===== config.mk =====
export PLATFORM = sky130hd
export DESIGN_NAME = log_record_checker_crc32
export DESIGN_NICKNAME = d
export VERILOG_FILES = /design/src/rtl/core/lrc_pkg.sv /design/src/rtl/core/log_record_checker_crc32.sv
export VERILOG_INCLUDE_DIRS = /design/src /design/src/rtl/core
export SDC_FILE = /design/constraint.sdc
export NUM_CORES = 1
export LEC_CHECK = 0
export BUFFER_PORTS_ARGS = -buffer_cell sky130_fd_sc_hd__buf_2
export CORE_ASPECT_RATIO = 1.75
export CORE_MARGIN = 4
export CORE_UTILIZATION = 44
export CTS_BUF_LIST = sky130_fd_sc_hd__clkbuf_4
export DETAILED_ROUTE_END_ITERATION = 16
export GPL_ROUTABILITY_DRIVEN = 0
export HOLD_SLACK_MARGIN = 0.05
export SKIP_CTS_REPAIR_TIMING = 1
export SYNTH_ARGS = -nofsm -noshare
export SYNTH_HDL_FRONTEND = slang
export SYNTH_SLANG_ARGS = --single-unit

===== constraint.sdc =====
create_clock -name clk_i -period 9.5 [get_ports clk_i]
set_input_delay 1.9 -clock clk_i [delete_from_list [all_inputs] [get_ports clk_i]]
set_output_delay 1.9 -clock clk_i [all_outputs]
set_load 0.02 [all_outputs]

===== src/rtl/core/log_record_checker_crc32_macros.svh =====
// Assertion helpers shared by the log record checker RTL.
`ifndef LOG_RECORD_CHECKER_CRC32_MACROS_SVH
`define LOG_RECORD_CHECKER_CRC32_MACROS_SVH

// Checked on every clock edge outside reset.
`define LRC_ASSERT(name, prop, msg) \
  name: assert property (@(posedge clk_i) disable iff (!rst_ni) prop) \
    else $error(msg);

// Checked on every clock edge, reset included.
`define LRC_ASSERT_ALWAYS(name, prop, msg) \
  name: assert property (@(posedge clk_i) prop) \
    else $error(msg);

`endif


===== src/rtl/core/lrc_pkg.sv =====
`default_nettype none

package lrc_pkg;

  localparam int unsigned HDR_BYTES = 17;
  localparam logic [31:0] CRC_POLY  = 32'hEDB8_8320;
  localparam logic [31:0] CRC_INIT  = 32'hFFFF_FFFF;

  typedef enum logic [2:0] {
    STATUS_OK        = 3'd0,
    STATUS_TOO_SHORT = 3'd1,
    STATUS_LEN_MISM  = 3'd2,
    STATUS_INCOMPL   = 3'd3,
    STATUS_CRC_MISM  = 3'd4
  } status_e;

  typedef struct packed {
    logic [7:0] data_byte;
    logic       last_byte;
  } in_word_t;

  typedef struct packed {
    logic        payload_valid;
    logic        payload_is_value;
    logic [7:0]  payload_byte;
    logic        done_res;
    logic [2:0]  status;
    logic [7:0]  op_type;
    logic [31:0] key_length;
    logic [31:0] value_length;
  } out_word_t;

  // One byte of reflected CRC-32, bit by bit, LSB first.
  function automatic logic [31:0] crc32_byte(input logic [31:0] crc, input logic [7:0] b);
    logic [31:0] c;
    c = crc ^ {24'd0, b};
    for (int i = 0; i < 8; i++) begin
      c = c[0] ? ((c >> 1) ^ CRC_POLY) : (c >> 1);
    end
    return c;
  endfunction

endpackage

`default_nettype wire


===== src/rtl/core/log_record_checker_crc32.sv =====
// Log record checker with reflected CRC-32.
//
// Input channel: one record byte per word (data_byte, last_byte) on
// in_valid_i / in_stall_o. The 17-byte header (op, key length, value length,
// stored CRC, record length, all little endian) is captured internally.
// Output channel: out_valid_o / out_stall_i carries one word for each key or
// value byte and one for the byte marked last; other bytes produce no word.
// The last word carries done_res and the status of the whole record.
//
// A byte goes into the input register; the header capture, CRC update and
// status checks run on the registered byte and load the output register.
// Throughput is one byte per cycle while the receiver does not stall, set by
// the single-byte CRC step between the two registers.
// When the receiver stalls, the output register holds its word, and the byte in the
// input register waits and raises in_stall_o if it makes a word.
// Reset empties both registers and clears the counter and header fields;
// the running CRC restarts at all ones. The same clearing happens after
// every last byte.
`default_nettype none
`include "log_record_checker_crc32_macros.svh"

module log_record_checker_crc32
  import lrc_pkg::*;
#(
  parameter int unsigned LENGTH_WIDTH = 32
) (
  input  wire logic      clk_i,
  input  wire logic      rst_ni,
  input  wire logic      in_valid_i,
  output logic           in_stall_o,
  input  wire in_word_t  in_data_i,
  output logic           out_valid_o,
  input  wire logic      out_stall_i,
  output out_word_t      out_data_o
);

  logic                    in_valid_q;
  in_word_t                in_q;
  logic                    out_valid_q, out_valid_d;
  out_word_t               out_q, out_d;

  logic [LENGTH_WIDTH-1:0] byte_count_q, byte_count_d;
  logic [7:0]              op_code_q, op_code_d;
  logic [31:0]             key_len_q, key_len_d;
  logic [31:0]             value_len_q, value_len_d;
  logic [31:0]             stored_crc_q, stored_crc_d;
  logic [31:0]             record_len_q, record_len_d;
  logic [31:0]             crc_q, crc_d;

  logic [31:0]             pos_w, off_w;
  logic [1:0]              lane;
  logic [LENGTH_WIDTH-1:0] size;
  logic                    pvalid, pvalue, has_result, stage_go, stage_fire;
  logic [7:0]              op_u;
  logic [31:0]             key_u, value_u, stored_u, record_u, crc_u;
  status_e                 status;

  assign stage_go   = !has_result || !out_valid_q || !out_stall_i;
  assign stage_fire = in_valid_q && stage_go;
  assign in_stall_o = in_valid_q && !stage_go;

  always_comb begin
    pos_w    = 32'(byte_count_q);
    off_w    = pos_w - 32'(HDR_BYTES);
    // Header words are filled at positions 1..16; lane is the byte within a word.
    lane     = pos_w[1:0] - 2'd1;
    op_u     = op_code_q;
    key_u    = key_len_q;
    value_u  = value_len_q;
    stored_u = stored_crc_q;
    record_u = record_len_q;
    crc_u    = crc_q;
    pvalid   = 1'b0;
    pvalue   = 1'b0;

    if (pos_w == 32'd0) begin
      op_u  = in_q.data_byte;
      crc_u = crc32_byte(crc_q, in_q.data_byte);
    end else if (pos_w < 32'd5) begin
      key_u[lane*8 +: 8] = in_q.data_byte;
    end else if (pos_w < 32'd9) begin
      value_u[lane*8 +: 8] = in_q.data_byte;
    end else if (pos_w < 32'd13) begin
      stored_u[lane*8 +: 8] = in_q.data_byte;
    end else if (pos_w < 32'(HDR_BYTES)) begin
      record_u[lane*8 +: 8] = in_q.data_byte;
    end else begin
      if (off_w < key_len_q) begin
        pvalid = 1'b1;
      end else if (33'(off_w) < (33'(key_len_q) + 33'(value_len_q))) begin
        pvalid = 1'b1;
        pvalue = 1'b1;
      end
      if (pvalid) begin
        crc_u = crc32_byte(crc_q, in_q.data_byte);
      end
    end

    // Record size including this byte; saturates with the counter.
    size = (&byte_count_q) ? byte_count_q : byte_count_q + LENGTH_WIDTH'(1);

    if (32'(size) < 32'(HDR_BYTES)) begin
      status = STATUS_TOO_SHORT;
    end else if (record_u != 32'(size)) begin
      status = STATUS_LEN_MISM;
    end else if (34'(size) < (34'(HDR_BYTES) + 34'(key_u) + 34'(value_u))) begin
      status = STATUS_INCOMPL;
    end else if ((crc_u ^ CRC_INIT) != stored_u) begin
      status = STATUS_CRC_MISM;
    end else begin
      status = STATUS_OK;
    end

    has_result = pvalid || in_q.last_byte;

    out_d                  = '0;
    out_d.payload_valid    = pvalid;
    out_d.payload_is_value = pvalue;
    out_d.payload_byte     = pvalid ? in_q.data_byte : 8'd0;
    if (in_q.last_byte) begin
      out_d.done_res     = 1'b1;
      out_d.status       = status;
      out_d.op_type      = op_u;
      out_d.key_length   = key_u;
      out_d.value_length = value_u;
    end

    byte_count_d = size;
    op_code_d    = op_u;
    key_len_d    = key_u;
    value_len_d  = value_u;
    stored_crc_d = stored_u;
    record_len_d = record_u;
    crc_d        = crc_u;
    if (in_q.last_byte) begin
      byte_count_d = '0;
      op_code_d    = '0;
      key_len_d    = '0;
      value_len_d  = '0;
      stored_crc_d = '0;
      record_len_d = '0;
      crc_d        = CRC_INIT;
    end

    out_valid_d = out_valid_q && out_stall_i;
    if (stage_fire && has_result) begin
      out_valid_d = 1'b1;
    end
  end

  always_ff @(posedge clk_i or negedge rst_ni) begin
    if (!rst_ni) begin
      in_valid_q   <= 1'b0;
      out_valid_q  <= 1'b0;
      byte_count_q <= '0;
      op_code_q    <= '0;
      key_len_q    <= '0;
      value_len_q  <= '0;
      stored_crc_q <= '0;
      record_len_q <= '0;
      crc_q        <= CRC_INIT;
    end else begin
      out_valid_q <= out_valid_d;
      if (!in_stall_o) begin
        in_valid_q <= in_valid_i;
      end
      if (stage_fire) begin
        byte_count_q <= byte_count_d;
        op_code_q    <= op_code_d;
        key_len_q    <= key_len_d;
        value_len_q  <= value_len_d;
        stored_crc_q <= stored_crc_d;
        record_len_q <= record_len_d;
        crc_q        <= crc_d;
      end
    end
  end

  always_ff @(posedge clk_i) begin
    if (in_valid_i && !in_stall_o) begin
      in_q <= in_data_i;
    end
    if (stage_fire && has_result) begin
      out_q <= out_d;
    end
  end

  assign out_valid_o = out_valid_q;
  assign out_data_o  = out_q;

  `LRC_ASSERT(a_word_has_content,
      out_valid_q |-> (out_q.payload_valid || out_q.done_res),
      "output word carries neither payload nor status")
  `LRC_ASSERT(a_clear_after_last,
      (stage_fire && in_q.last_byte) |=> (byte_count_q == '0 && crc_q == CRC_INIT),
      "record state not cleared after last byte")
  `LRC_ASSERT(a_count_monotonic,
      (stage_fire && !in_q.last_byte) |=> (byte_count_q >= $past(byte_count_q)),
      "byte counter went backward inside a record")
  `LRC_ASSERT(a_status_only_when_done,
      (out_valid_q && !out_q.done_res) |-> (out_q.status == STATUS_OK),
      "status set on a word that is not the last")
  `LRC_ASSERT_ALWAYS(a_reset_empty,
      !rst_ni |-> (!out_valid_q && !in_valid_q),
      "registers hold a word during reset")

endmodule

`default_nettype wire

# == Word-level counts from Yosys, hierarchy flattened ==
# Index checks and enable logic that the tools add are counted.
# word_totals
reg_bits,297
in_bits,13
wordCells,128
# classes
n_addsub,7
order_cmp,8
n_eq_ne,2
n_shift,2
n_mux,59
bitwise_logic,11
n_reduce_logical,18
# op_table
operator,n
2-to-1 mux 32 bit,35
bitwise mux 32 bit,4
inverter 13 -> 14 bit,8
2-to-1 mux 76 bit,1
"less-than comparator 32 x 4 -> 1 bit, second input constant",2
"less-than comparator 32 x 5 -> 1 bit, second input constant",2
!= test 32 bit,2
adder 33 x 32 -> 34 bit,1
less-than comparator 32 x 34 -> 1 bit,1
negation 5 -> 34 bit,1
"variable shift 8 x 34 -> 32 bit, first input constant",1
variable part select 8 x 34 -> 32 bit,1
adder 32 x 32 -> 33 bit,1
"adder 5 x 32 -> 33 bit, first input constant",1
less-than comparator 32 x 33 -> 1 bit,1
"adder 32 x 1 -> 32 bit, second input constant",1
logical NOT 32 bit,1
"less-than comparator 32 x 3 -> 1 bit, second input constant",1
less-than comparator 32 bit,1
inverter 32 bit,1
AND reduction 32 bit,1
"subtractor 32 x 5 -> 32 bit, second input constant",1
XOR 32 x 8 -> 32 bit,1
2-to-1 mux 8 bit,2
10 further kinds,35

# == Longest topological paths before layout ==
# Gate-level depths: netlist of the first run.
# logic_depth
word_depth,30
ltp_mapped,38
ltp_nobuf,35

# == Worst setup path before layout of the first run ==
# Ideal clock, no wire load.
# synth_timing
path_type,register to register
startpoint,register key_len_q[8]
endpoint,"register out_q, in the netlist out_data_o[0], enable pin"
arrival_ns,8.486
t_required_ns,8.968
setup_slack_ns,0.482
path_stages_with_launch,24
synth_period_minus_slack_ns,9.018
cell_sequence,dfrtp_1 > ha_1 > a2111oi_0 > o2bb2ai_1 > a211oi_1 > o41ai_1 > o21ai_0 > nand4_1 > nand2_1 > xnor2_1 > ha_1 > nand4_1 > nor4_1 > nand3_1 > o21ai_0 > o211ai_1 > nand3_1 > nand2_1 > nor2_1 > o21ai_1 > clkbuf_1 > clkbuf_1 > clkbuf_1 > nor2_1
# synth_via
elab_chain_len,20
elab_cells_between_ends,21
cone_classes,1 x add/sub; 2 x order compare; 12 x mux; 6 x reduce/logical
# synth_lines
item,line_no,source
start: declaration,log_record_checker_crc32.sv:44,"logic [31:0] key_len_q, key_len_d;"
start signal: assignment,log_record_checker_crc32.sv:170,key_len_q <= key_len_d;
adder 32 x 32 -> 33 bit,log_record_checker_crc32.sv:90,end else if (33'(off_w) < (33'(key_len_q) + 33'(value_len_q))) begin
less-than comparator 32 x 33 -> 1 bit,log_record_checker_crc32.sv:90,
2-to-1 mux 1 bit,log_record_checker_crc32.sv:90,
2-to-1 mux 1 bit (*),log_record_checker_crc32.sv:88,if (off_w < key_len_q) begin
2-to-1 mux 1 bit (*),log_record_checker_crc32.sv:85,end else if (pos_w < 32'(HDR_BYTES)) begin
2-to-1 mux 1 bit (*),log_record_checker_crc32.sv:83,end else if (pos_w < 32'd13) begin
2-to-1 mux 1 bit (*),log_record_checker_crc32.sv:81,end else if (pos_w < 32'd9) begin
2-to-1 mux 1 bit (*),log_record_checker_crc32.sv:79,end else if (pos_w < 32'd5) begin
[3 not listed],--,
2-to-1 mux 1 bit (*),log_record_checker_crc32.sv:81,
2-to-1 mux 1 bit (*),log_record_checker_crc32.sv:79,
2-to-1 mux 1 bit (*),log_record_checker_crc32.sv:76,if (pos_w == 32'd0) begin
logical OR 1 bit (*),log_record_checker_crc32.sv:114,has_result = pvalid || in_q.last_byte;
logical NOT 1 bit,log_record_checker_crc32.sv:58,assign stage_go = !has_result || !out_valid_q || !out_stall_i;
logical OR 1 bit (2 in a row),log_record_checker_crc32.sv:58,
logical AND 1 bit,log_record_checker_crc32.sv:59,assign stage_fire = in_valid_q && stage_go;
logical AND 1 bit (*),log_record_checker_crc32.sv:183,if (stage_fire && has_result) begin
end signal: assignment,log_record_checker_crc32.sv:184,out_q <= out_d;
end: declaration,log_record_checker_crc32.sv:40,"out_word_t out_q, out_d;"
# Mark *: on every way between the ends. The rest lies on a longest branch, timed or not. The select of a mux whose other input is x is not followed.
# A chain may end at the register's enable or synchronous reset.

# == Worst setup path in the final report of the first run ==
# layout_timing
startpoint,register key_len_q[1]
endpoint,output in_stall_o
# layout_via
elab_chain_len,20
elab_cells_between_ends,21
cone_classes,1 x add/sub; 2 x order compare; 12 x mux; 6 x reduce/logical
# layout_lines
item,line_no,source
adder 32 x 32 -> 33 bit,log_record_checker_crc32.sv:90,
less-than comparator 32 x 33 -> 1 bit,log_record_checker_crc32.sv:90,
2-to-1 mux 1 bit,log_record_checker_crc32.sv:90,
2-to-1 mux 1 bit (*),log_record_checker_crc32.sv:88,
2-to-1 mux 1 bit (*),log_record_checker_crc32.sv:85,
2-to-1 mux 1 bit (*),log_record_checker_crc32.sv:83,
2-to-1 mux 1 bit (*),log_record_checker_crc32.sv:81,
2-to-1 mux 1 bit (*),log_record_checker_crc32.sv:79,
[3 not listed],--,
2-to-1 mux 1 bit (*),log_record_checker_crc32.sv:81,
2-to-1 mux 1 bit (*),log_record_checker_crc32.sv:79,
2-to-1 mux 1 bit (*),log_record_checker_crc32.sv:76,
logical OR 1 bit (*),log_record_checker_crc32.sv:114,
logical NOT 1 bit (*),log_record_checker_crc32.sv:58,
logical OR 1 bit (*) (2 in a row),log_record_checker_crc32.sv:58,
logical NOT 1 bit (*),log_record_checker_crc32.sv:60,assign in_stall_o = in_valid_q && !stage_go;
logical AND 1 bit (*),log_record_checker_crc32.sv:60,
end: declaration,log_record_checker_crc32.sv:30,"output logic in_stall_o,"
# Marks and branches as above.

==> results of run 1 <==
==> state kept, by name, summed over array words and instances (netlist names) <==
register      cells
crc_q            32
out_data_o       86
in_valid_q        1
op_code_q         8
stored_crc_q     32
key_len_q        32
out_valid_o       1
byte_count_q     32
in_q              9
record_len_q     32
value_len_q      32
==> critical path, delay by kind of cell (launching register included) <==
kind / cells / cell delay [ps]
adders and majority gates: 2 / 610
buffers and inverters: 2 / 350
DFF: 1 / 450
xor gates and xnor gates: 1 / 140
and+or+nand+nor: 9 / 2100
AOI/OAI and AO/OA: 9 / 2860
==> Yosys cell counts, drive strengths merged, types with 20 or more instances <==
cell type  instances
inv              155
a21oi            210
nand3             75
clkbuf           110
dfrtp            170
o31ai             71
nand2            272
o21ai            171
nor3              48
o22ai             27
nor2             252
mux2i             25
and3              20
a21o              39
edfxtp            95
buf               21
ha               194
xnor2            133
xor2              91
nand4             48
dfstp             32
nor4              20
and2              25
nand2b            31
==> power groups by stage <==
stage / combinational, uW / sequential [uW] / clock [uW]
6_report: 2280 / 1600 / 1190
5_1_grt: 2460 / 1610 / 1290
4_1_cts: 2240 / 1600 / 1240
3_5_place_dp: 2220 / 1620 / 0
3_3_place_gp: 2200 / 1620 / 0
2_1_floorplan: 1580 / 1610 / 0
==> through the flow <==
| step | util | cells | total power [uW] |
|---|---|---|---|
| 6_report | 0.488 | 3426 | 5070 |
| 5_1_grt | 0.488 | 3423 | 5360 |
| 3_3_place_gp | 0.467 | 3276 | 3820 |
| 2_1_floorplan | - | 2599 | 3190 |
| 4_1_cts | 0.487 | 3422 | 5070 |
| 3_5_place_dp | 0.467 | 3276 | 3840 |
==> layout make-up <==
cell class                      count  area [sq um]
Fill cell                        4978         25800
Multi-Input combinational cell   2016         13400
Sequential cell                   297          7950
Clock buffer                      117           878
Timing Repair Buffer              142           850
Tap cell                          666           833
Inverter                          155           584
Clock inverter                     29           153
Antenna cell                        4          10.0
==> cell usage in the layout, fill, tap and decap left out, drive strengths merged, types with 9 or more instances in the layout <==
cell,synthesis,final
nand4,48,48
and3,20,20
and2,25,25
a2111oi,9,9
o22a,13,13
clkbuf,110,118
nor2,252,252
a21o,39,39
nand3,75,75
or3,13,13
dfrtp,170,170
clkinv,0,24
a21oi,210,210
a21boi,13,13
o21a,19,19
o22ai,27,27
o21bai,11,11
ha,194,194
nor3,48,48
o211ai,9,9
nand2,272,272
o21ai,171,171
xor2,91,91
nand2b,31,31
nor4,20,20
a31oi,12,12
edfxtp,95,95
o31a,9,9
nor2b,19,19
buf,21,141
xnor2,133,133
a22o,19,19
mux2,15,15
mux2i,25,25
a22oi,18,18
o31ai,71,71
inv,155,158
dfstp,32,32
a211oi,11,11
==> worst max path at each step <==
| stage | endpoint | cells after the start | slack (ps) | from |
|---|---|---|---|---|
| after global placement | in_stall_o | 23 | 810 | key_len_q[1] |
| after detailed placement | in_stall_o | 23 | 710 | key_len_q[1] |
| after global routing | in_stall_o | 24 | 120 | key_len_q[1] |
| final | in_stall_o | 23 | 280 | key_len_q[1] |
| after floorplan | out_data_o[0] | 23 | 480 | key_len_q[8] |
| after CTS | in_stall_o | 23 | -220 | key_len_q[1] |
==> layer usage <==
metal  GRT usage  vias up
li1            -     9516
met1       0.290     9633
met2       0.491      720
met3      0.0392      253
met4       0.180        0
met5           0        -
==> kinds of logic after synthesis <==
logic type,count (synthesis),synth area share
buf+inv,286,0.0492
compound gates,709,0.201
flops,297,0.355
mux,40,0.0187
fa+ha+maj,196,0.110
xor+xnor,224,0.0884
simple gates,847,0.176
==> results.toml, run 1 <==
[run_status]
outcome = "finished clean"

[critical_path]
criticalPathCategory = "flop to primary output"
reg2regPathDepth = 30
path_cells = "ha_1 > a21o_1 > a21oi_1 > o21bai_1 > a21oi_1 > a211oi_1 > o41ai_4 > o21ai_0 > nand4_1 > nand2_1 > xnor2_1 > ha_1 > nand4_1 > nor4_1 > nand3_1 > o21ai_1 > o211ai_1 > nand3_1 > nand2_1 > nor2_1 > buf_4 > nor3b_1 > buf_2"
critPathCaptureType = "primary output"
crit_fanout = 6
reg2reg_slack_ps = 980
cp.arrival_ps = 7320
start_kind = "flop"
cp_slowest_stage_delay_ps = 760
cp_slowest_cell = "nor4_1"
r2r-start = "byte_count_q[24]"
r2r-end = "out_data_o[72]"
worstPathRequired_ps = 7600

[layout]
drive_gt1_frac = 0.127
area_growth_pct = 10.1
nets = 2900
final_design_area_no_fill_sq_um = 24600

[synth]
synth_seq_cells = 297
synth_cell_types = 78
yosysTopAreaCell = "dfrtp_1"
avgSynthCellArea_sq_um = 8.60
yosys-top-cells-area = "dfrtp_1 (19%), edfxtp_1 (13%), ha_1 (11%)"
synth_ff_type = "dfrtp_1"
ys_seq_area_frac = 0.355
synth_edf_count = 95
synthArstFlopShare = 0.680
synth.top_cell.area_share = 0.190
synth_nets = 2808
syn_inst = 2599
netlist_area_sq_um = 22400
yosysWarnings = 0

[clocking]
cts_buffers = 79
cts.sinks = 297
root_buffer = "clkbuf_4"
cts.path.max_buffers = 3
cts_tree = "yes"
clk_latency_ps = 850
path_clk_slew_ps = 70
htree_levels = 3

[timing]
setup_viol = 0
setup_ws_ps = 280
skew_ps = 55.9
setup_tns_ps = 0
rsz0062_at_grt = "no"
period_needed_ps = 9220
max_slew_margin = 0.228
max_freq_mhz = 108
min_period_over_period = 0.971
worst_pin_slew_ps = 1150
hold-worst-slack_ps = 471
finalMaxSlewViolations = 0
hold_viol_final = 0

[place]
dpl.hpwl_um = 56600
io_buffers = 100
dp_slack_ps = 711
place_area_sq_um = 23600

[routing]
drt_iter0_drc = 1549
via_count = 20122
routed_wl_um = 75000
wl_met1_um = 26800
drtPass1Iterations = 6
routedWlPerCell_um = 21.9
top_layer_used = "met4"
detail_route.vias_per_cell = 5.87
drc = 0
routed-wl-met3_um = 3550
met2_length_um = 38800
drtAntennaViolNets = 0

[global_route]
antenna_found_initial = 1
overflow = 0
grt_pass1_vias = 20149
grt_pass1_wl_um = 115000
grt_use_total = 0.272
grt_max_degree = 128

[power]
comb_power_share = 0.450
swShare = 0.421
power.switching_uw = 2140
seqPwrFrac = 0.315
internal_power_uw = 2940
powerDensity_nw_per_um2 = 206
p_clk_frac = 0.235
p_leak_uw = 0.0113
worst_ir_drop_vdd_v = 0.000161

[floorplanning]
core-area_sq_um = 50500
die_h_um = 306
die-area_sq_um = 54600
chipWidth_um = 178
rows = 109
io_pins = 101
start_util = 0.443

[hold_path]
min_from = "stored_crc_q[11]"
holdPathEnd = "stored_crc_q[11]"
hold_path_depth = 2
hold_class = "flop to flop"

[run]
cap_violations = 0
No activity file was read; power rests on OpenSTA's default activity.
==> run 2: changes to the inputs <==
- ABC_CLOCK_PERIOD_IN_PS: default -> 9500
- CORE_UTILIZATION: 44 -> 52
- CTS_CLUSTER_SIZE: default -> 40
- PLACE_DENSITY: default -> 0.72
==> results.toml, run 2 (synthesis results as in run 1) <==
[layout]
layout_commonest_cell = "nand2_1"
nets = 2892
final_core_util = 0.573
largest_register_ffs = 86
area_growth_pct = 9.05
drive_gt1_frac = 0.122
final_cell_mix = "nand2_1 (272), nor2_1 (249), a21oi_1 (210), ha_1 (194), dfrtp_1 (170)"

[global_route]
grt_max_degree = 81
overflow = 0
grt_use_total = 0.307
grt_pass1_wl_um = 110000
grt_pass1_vias = 20419
antenna_found_initial = 3

[critical_path]
r2r-start = "byte_count_q[24]"
critPathCaptureType = "primary output"
crit_fanout = 6
worstPathRequired_ps = 7600
start_kind = "flop"
reg2regPathDepth = 34
reg2reg_slack_ps = 510
cp.arrival_ps = 7400
r2r-end = "out_data_o[72]"
criticalPathCategory = "flop to primary output"

[routing]
met2_length_um = 35900
drtAntennaViolNets = 0
drc = 0
top_layer_used = "met4"
routed_wl_um = 72400
detail_route.vias_per_cell = 6.26
drtPass1Iterations = 7
wl_met1_um = 24400
drt_iter0_drc = 1801
via_count = 20713
routedWlPerCell_um = 21.9
routed-wl-met3_um = 4900

[clocking]
clk_latency_ps = 800
cts.sinks = 297
root_buffer = "clkbuf_4"
cts_buffers = 75
htree_levels = 3
cts_tree = "yes"
cts.path.max_buffers = 3
path_clk_slew_ps = 60

[timing]
min_period_over_period = 0.979
period_needed_ps = 9300
setup_viol = 0
hold_viol_final = 0
finalMaxSlewViolations = 0
worst_pin_slew_ps = 1100
skew_ps = 52.5
max_slew_margin = 0.261
max_freq_mhz = 108
setup_tns_ps = 0
rsz0062_at_grt = "no"

[floorplanning]
chipWidth_um = 165
die_h_um = 282
die-area_sq_um = 46500
io_pins = 101
start_util = 0.526
rows = 100
core-area_sq_um = 42500

[power]
p_leak_uw = 0.0112
worst_ir_drop_vdd_v = 0.000161
powerDensity_nw_per_um2 = 204

[hold_path]
hold_path_depth = 2
min_from = "record_len_q[16]"
holdPathEnd = "record_len_q[16]"
hold_class = "flop to flop"

[run_status]
outcome = "finished clean"

[run]
cap_violations = 0

[place]
io_buffers = 100
dpl.hpwl_um = 54600
run 2: cell count changes in the layout (fill, tap and decap cells not counted), sizes merged:
cell,delta
buf,-4
clkbuf,-11
clkinv,+3
clkinvlp,+2
inv,-1
run 2: worst max-delay path, stage by stage, from the launching register on:
cell and delay [ps]:
dfrtp_1 460, ha_1 320, a21o_1 170, a21oi_1 230
o21bai_1 110, a21oi_1 390, a211oi_1 280, o41ai_4 770
o21ai_0 260, nand4_1 150, nand2_1 70, xnor2_1 140
ha_1 280, nand4_1 190, nor4_1 700, nand3_1 160
o21ai_0 680, o211ai_1 180, nand3_1 220, nand2_1 260
nor2_1 160, buf_4 170, nor3b_1 80, buf_2 170
run 2: final cells by class:
type,instances,area (sq um)
Fill cell,3895,18200
Multi-Input combinational cell,2016,13400
Sequential cell,297,7950
Timing Repair Buffer,138,807
Clock buffer,106,796
Tap cell,561,702
Inverter,155,584
Clock inverter,33,181
Antenna cell,4,10.0
run 2: stage by stage:
stage	instance area, sq um	total power (uW)	hold slack, ps	setup slack, ps	cells
after global routing	24400	5230	502	49.8	3310
final	24400	4980	484	201	3310
after detailed placement	23400	3800	461	747	3167
after CTS	24400	4940	478	24.6	3306
after floorplan	22400	3190	435	482	2599
after global placement	23400	3760	450	887	3167
run 2: worst max path at each step:
stage,end,startpoint,cells after the start
detailed placement,out_data_o[72],byte_count_q[24],34
global placement,out_data_o[72],byte_count_q[24],34
floorplan,out_data_o[0],key_len_q[8],23
finish,in_stall_o,key_len_q[1],23
CTS,in_stall_o,key_len_q[1],23
global route,in_stall_o,key_len_q[1],23
run 2: power by group:
| part | switching, uW | internal (uW) | total [uW] |
|---|---|---|---|
| Combinational | 1420 | 846 | 2260 |
| Clock | 570 | 552 | 1120 |
| Sequential | 113 | 1480 | 1600 |
run 2: layer usage:
layer,global-route usage,vias up
li1,-,9515
met1,0.315,9818
met2,0.536,996
met3,0.0541,384
met4,0.255,0
met5,0,-
